===== src/hdl/mciir_pkg.sv =====
// Shared types, codes and sizing helpers for the multichannel IIR filter.
// No dependencies; every other file of the block imports this package.
`timescale 1ns / 1ps

package mciir_pkg;

  // Field widths of the request and result items
  localparam int unsigned SAMPLE_W  = 16;
  localparam int unsigned COEF_W    = 18;
  localparam int unsigned CHAN_W    = 5;
  localparam int unsigned CIDX_W    = 6;
  localparam int unsigned CMD_W     = 2;
  localparam int unsigned PROD_W    = SAMPLE_W + COEF_W;

  // Configuration register widths and port layout
  localparam int unsigned FF_TAPS_W = 7;
  localparam int unsigned FB_TAPS_W = 5;
  localparam int unsigned NUM_CH_W  = 6;
  localparam int unsigned CFG_IDX_W = 2;
  localparam int unsigned CFG_DAT_W = 7;

  // Default sizes
  localparam int unsigned DEF_MAX_FF_TAPS  = 64;
  localparam int unsigned DEF_MAX_FB_TAPS  = 16;
  localparam int unsigned DEF_MAX_CHANNELS = 32;

  // Request commands
  localparam logic [CMD_W-1:0] CMD_FILTER = 2'd0;
  localparam logic [CMD_W-1:0] CMD_WR_FF  = 2'd1;
  localparam logic [CMD_W-1:0] CMD_WR_FB  = 2'd2;

  // Configuration register indexes
  localparam logic [CFG_IDX_W-1:0] CFG_FF_TAPS = 2'd0;
  localparam logic [CFG_IDX_W-1:0] CFG_FB_TAPS = 2'd1;
  localparam logic [CFG_IDX_W-1:0] CFG_NUM_CH  = 2'd2;

  // Rounding offset for the Q.30 to Q1.15 step
  localparam int unsigned ROUND_HALF = 16384;

  typedef logic signed [SAMPLE_W-1:0] sample_t;
  typedef logic signed [COEF_W-1:0]   coef_t;

  // Control from the sequencer to the multiply-accumulate unit
  typedef struct packed {
    logic clear;    // start a new sum
    logic valid;    // operands present this cycle
    logic use_tap;  // tap is within the configured count
  } mac_ctrl_t;

  // Address width for a store of the given depth, at least one bit
  function automatic int unsigned addr_w(input int unsigned depth);
    return (depth > 1) ? $clog2(depth) : 1;
  endfunction

endpackage


===== src/hdl/mciir_mac.sv =====
// Shared multiply-accumulate unit with Q.30 to Q1.15 rounding and saturation.
// Depends on mciir_pkg.
`timescale 1ns / 1ps

module mciir_mac #(
  parameter int unsigned ACC_W = 40
) (
  input  logic                 clk_i,
  input  logic                 rst_ni,
  input  mciir_pkg::mac_ctrl_t ctrl_i,
  input  mciir_pkg::sample_t   x_i,
  input  mciir_pkg::coef_t     coef_i,
  output mciir_pkg::sample_t   y_o,
  output logic                 clip_o
);
  import mciir_pkg::*;

  localparam int unsigned Q_W = ACC_W + 1 - 15;

  logic signed [PROD_W-1:0] prod;
  logic signed [PROD_W-1:0] prod_q;
  logic                     prod_valid_q;
  logic signed [ACC_W-1:0]  acc_q;
  logic signed [ACC_W:0]    rnd;
  logic signed [Q_W-1:0]    quo;
  logic                     ovf;

  // Signed product of sample and coefficient
  assign prod = x_i * coef_i;

  // Multiply stage: drop taps beyond the configured count
  always_ff @(posedge clk_i) begin
    prod_q <= ctrl_i.use_tap ? prod : '0;
  end

  always_ff @(posedge clk_i or negedge rst_ni) begin
    if (!rst_ni) begin
      prod_valid_q <= 1'b0;
    end else begin
      prod_valid_q <= ctrl_i.valid;
    end
  end

  // Accumulate stage
  always_ff @(posedge clk_i or negedge rst_ni) begin
    if (!rst_ni) begin
      acc_q <= '0;
    end else if (ctrl_i.clear) begin
      acc_q <= '0;
    end else if (prod_valid_q) begin
      acc_q <= acc_q + {{(ACC_W-PROD_W){prod_q[PROD_W-1]}}, prod_q};
    end
  end

  // Round half up, floor shift, then saturate to 16 bits
  assign rnd = {acc_q[ACC_W-1], acc_q} + (ACC_W+1)'(ROUND_HALF);
  assign quo = rnd[ACC_W:15];
  assign ovf = (quo[Q_W-1:SAMPLE_W-1] != {(Q_W-SAMPLE_W+1){1'b0}})
            && (quo[Q_W-1:SAMPLE_W-1] != {(Q_W-SAMPLE_W+1){1'b1}});

  always_comb begin
    clip_o = ovf;
    if (!ovf) begin
      y_o = quo[SAMPLE_W-1:0];
    end else if (quo[Q_W-1]) begin
      y_o = {1'b1, {(SAMPLE_W-1){1'b0}}};
    end else begin
      y_o = {1'b0, {(SAMPLE_W-1){1'b1}}};
    end
  end

endmodule


===== config.mk =====
export PLATFORM = sky130hd
export DESIGN_NAME = mciir_mac
export DESIGN_NICKNAME = d
export VERILOG_FILES = /design/src/hdl/mciir_pkg.sv /design/src/hdl/mciir_mac.sv
export SDC_FILE = /design/constraint.sdc
export NUM_CORES = 1
export LEC_CHECK = 0
export ABC_AREA = 1
export BUFFER_PORTS_ARGS = -buffer_cell sky130_fd_sc_hd__buf_2
export CORE_ASPECT_RATIO = 1.2
export CORE_MARGIN = 8
export CORE_UTILIZATION = 45
export CTS_BUF_LIST = sky130_fd_sc_hd__clkbuf_8
export CTS_CLUSTER_DIAMETER = 100
export CTS_CLUSTER_SIZE = 28
export DETAILED_ROUTE_END_ITERATION = 10
export GPL_TIMING_DRIVEN = 0
export SLEW_MARGIN = 10
export SYNTH_ARGS = -nofsm -noshare
export SYNTH_HDL_FRONTEND = slang
export SYNTH_SLANG_ARGS = --single-unit

===== constraint.sdc =====
create_clock -name clk_i -period 3.3 [get_ports clk_i]
set_input_delay 0 -clock clk_i [delete_from_list [all_inputs] [get_ports clk_i]]
set_output_delay 0 -clock clk_i [all_outputs]
set_load 0.03 [all_outputs]

Word-level counts from Yosys, hierarchy flattened
Cells that the tools add are included.
{"block": "classes", "n_mux": 4, "mul": 1, "eq_ne": 1, "n_reduce_logical": 3, "addsub": 2}
{"op": "two-way mux 40 bit", "count": 2}
{"op": "adder 40 x 16 -> 41 bit (second input constant)", "count": 1}
{"op": "adder 40 bit", "count": 1}
{"op": "multiplier 16 x 18 -> 34 bit", "count": 1}
{"op": "two-way mux 16 bit", "count": 2}
{"op": "inequality test 11 bit (second input constant)", "count": 1}
{"op": "nonzero test 11 bit", "count": 1}
{"op": "nonzero test 2 bit", "count": 1}
{"op": "logical AND 1 bit", "count": 1}
{"block": "totals", "word_cells": 14, "input_bits": 39, "regBits": 75, "output_inout_bits": 17}

Longest topological paths before layout
{"block": "logic_depth", "ltp_word": 4, "depth_mapped": 28, "depth_no_buf": 26}

Least setup slack after synthesis
Ideal clock, no wire load.
{"block": "synth_timing", "path_kind": "input to register", "start": "input port x_i[2]", "end": "register prod_q[29]", "stages": 20, "slack_ns": -2.146, "setup_time_ns": 0.121, "arrival_ns": 5.325, "required_time_ns": 3.179, "n_path_buf": 2, "cell_sequence": "clkbuf_1 clkbuf_1 nand2_1 fa_1 inv_1 fa_1 fa_1 fa_1 fa_1 inv_1 fa_1 inv_1 ha_1 a21oi_1 nor2_1 nor2_1 a21boi_0 nand3_1 o21ai_0 a21oi_1"}
{"block": "synth_between", "elab_chain_cells": 1}
{"item": "start, declared", "line_no": "mciir_mac.sv:11", "source": "input mciir_pkg::sample_t x_i,"}
{"item": "multiplier 16 x 18 -> 34 bit", "line_no": "mciir_mac.sv:29", "source": "assign prod = x_i * coef_i;"}
{"item": "end signal, assigned", "line_no": "mciir_mac.sv:33", "source": "prod_q <= ctrl_i.use_tap ? prod : '0;"}
{"item": "end, declared", "line_no": "mciir_mac.sv:21", "source": "logic signed [PROD_W-1:0] prod_q;"}
Every way passes these cells.
A chain may end at the register's enable or synchronous reset.

Worst setup path after layout
{"block": "layout_timing", "start": "input port x_i[6]", "end": "register prod_q[24]"}
Same word-level chain as after synthesis.

==> metrics.csv <==
stage,metric,value,unit
routing,wl_per_cell,18.5,um
sta,min_period_over_period,1.46,
finish,fillCellCount,3571,
routing,drt-initial-drc-count,891,
yosys,syn_inst,2486,
routing,drt.antenna.violating_nets,0,
finish,drive_gt1_frac,0.210,
clocking,cts_max_path_buffers,2,
sta,slew_headroom,0.343,
yosys,async_flop_share,0.547,
global_routing,antenna_found_initial,0,
yosys,synth-edff-count,0,
die,die_y,232,um
routing,wirelength,57.9,mm
clocking,cts_buffers,9,
finish,antenna_cells,0,
critical_path,crit_required,3.61,ns
global_routing,grt_usage,0.257,
die,die-area,0.0454,mm^2
sta,finalSetupViolCount,27,
die,core_area,0.0385,mm^2
sta,final-max-slew-violation-count,0,
critical_path,arrival,5.14,ns
sta,hold_ws,0.109,ns
yosys,synth.most_common_cell,nand2_1,
placed_design,gp_congestion,0.978,
die,rows,79,
sta,tightestPinTransition,0.985,ns
sta,rsz0062_at_grt,yes,
routing,drc,0,
outcome,violations,setup timing,
yosys,synth_seq_cells,75,
critical_path,worst_setup_path_start_kind,input port,
global_routing,grt_pass1_vias,17000,
yosys,seq_area_frac_synth,0.0978,
critical_path,cp_top_family,adder cells,
yosys,ys_top_cells_by_count,"nand2_1 (703), inv_1 (598), fa_1 (291)",
global_routing,grt_pass1_wl,91.1,mm
critical_path,path_max_fanout,7,
outcome,outcome,finished with violations,
flow_run,cap_violations,0,
clocking,h-tree-depth,3,
sta,period_needed,4.83,ns
yosys,netlist.top_cell.by_area,fa_1,
critical_path,crit_top_cell,inv_2,
routing,viasPerCell,5.18,
global_routing,grt.overflow.total,0,
critical_path,end_kind,flip-flop,
hold_path,min_path_type,input port to flip-flop,
clocking,cts_root_buf,clkbuf_8,
global_routing,grt_start_max_net_pins,42,
routing,num_vias,16300,
sta,fin_ws,-1.53,ns
finish,nets,3102,
critical_path,critPathBufInv,10,
yosys,ys_warn_count,0,
finish,regArea,0.00171,mm^2
routing,firstDrtPassIters,7,
finish,multi_input_area,0.0148,mm^2
yosys,ys.flop_type,dfrtp_1,
placed_design,portBuffers,26,
sta,hold_viol,0,
clocking,clkLatencyLatePin,0.37,ns
critical_path,setup.worst_path.class,input port to flip-flop,
die,pin_count,56,
die,die_x,196,um
critical_path,slowest_delay,0.57,ns
yosys,netlist.area_leader.share,0.334,
yosys,synthesis.nets,2942,
yosys,netlist_top_cells_area,"fa_1 (33%), nand2_1 (15%), inv_1 (13%), ha_1 (9.0%), dfrtp_1 (5.9%)",
critical_path,slowest_stage,fa_2,
yosys,yosysUniqueCellTypes,44,
sta,clock_skew,0.0140,ns
finish,synthToLayoutAreaGrowth,27.1,%
yosys,synthesis.area,0.0175,mm^2
clocking,path_clk_slew,0.08,ns
die,start_util,0.453,
yosys,avgSynthCellArea,7.02,um^2
sta,fmax,0.207,GHz
clocking,cts_tree,yes,
placed_design,place_hpwl,47.7,mm
clocking,clock_sinks,75,
==> path summary, 6_finish.rpt <==
path / startpoint / slack [ns] / depth (start not counted) / end
min in group asynchronous: rst_ni / 0.30 / 2 / acc_q[5]$_DFFE_PN0P_
hold / removal: ctrl_i[0] / 0.11 / 3 / prod_q[33]$_SDFF_PN0_
max in group asynchronous: rst_ni / 2.36 / 2 / acc_q[36]$_DFFE_PN0P_
hold reg to reg: acc_q[7]$_DFFE_PN0P_ / 0.49 / 2 / acc_q[7]$_DFFE_PN0P_
setup / recovery: x_i[6] / -1.53 / 25 / prod_q[24]$_SDFF_PN0_
setup reg to reg: acc_q[0]$_DFFE_PN0P_ / 0.08 / 8 / acc_q[14]$_DFFE_PN0P_
==> timing repair <==
item                       in CTS  in global routing
hold endpoints to repair       46                  0
setup endpoints to repair      28                 28
setup buffers                  89                 29
resized for setup             280                107
pin swaps                     146                101
cloned                          4                  0
hold buffers                    4                  0
==> state kept, by name, indices dropped and copies added, names as in the netlist <==
name,count
prod_valid_q,1
prod_q,34
acc_q,40
==> layout by cell type (no fill, tap or decap), types with 15 or more instances in the layout <==
master     instances
nand2_1          637
inv_1            536
fa_1             267
nor2_1           159
ha_1              96
buf_4             86
a21oi_1           78
inv_2             61
o21ai_0           61
nand3_1           60
dfrtp_1           41
nand2_2           40
clkbuf_16         39
dfxtp_1           34
buf_6             30
ha_4              28
nand2_4           27
nor2_4            27
clkbuf_8          26
a21oi_2           24
fa_2              24
nand4_1           21
xor2_1            21
buf_2             21
nor2_2            20
a21oi_4           16
o21ai_1           15
==> kinds of logic after synthesis <==
logic type	share of synthesized area
simple gates	0.239
compound gates	0.0783
fa+ha+maj	0.424
flops	0.0978
buf+inv	0.146
xor+xnor	0.0151
==> metrics by stage <==
step / cells / cell area [um^2] / utilization / TNS (ns) / worst slack [ns]
finish: 3137 / 22200 / 0.576 / -31.60 / -1.53
detailed placement: 2998 / 19300 / 0.501 / -52.14 / -2.50
global placement: 2998 / 19300 / 0.501 / -50.83 / -2.45
CTS: 3111 / 21600 / 0.562 / -28.86 / -1.39
global route: 3137 / 22200 / 0.576 / -34.91 / -1.64
floorplan: 2486 / 18600 / - / -31.25 / -1.51
==> worst register-to-register path: cells and delay by family (launching register included) <==
kind / cells / cell delay (ns)
fa+ha+maj: 2 / 0.80
simple gates: 1 / 0.16
compound gates: 5 / 1.73
flops: 1 / 0.38
==> cell type report <==
class / instances / share of cell area
multi-input cells: 1738 / 0.666
inverters: 599 / 0.102
flip-flops and latches: 75 / 0.0769
plain buffers: 74 / 0.0594
repair buffers: 149 / 0.0583
well taps: 486 / 0.0274
clock buffers: 10 / 0.00620
clock inverters: 6 / 0.00417
==> routing by layer <==
metal / track usage / vias up / share of wire
met5: 0 / - / 0
met1: 0.288 / 7907 / 0.39
met2: 0.479 / 471 / 0.52
li1: - / 7725 / -
met3: 0.0175 / 162 / 0.034
met4: 0.142 / 0 / 0.061
Power is left out: the tool's default activity adds up to more than one toggle a clock period on the data nets, which glitch-free logic cannot reach.
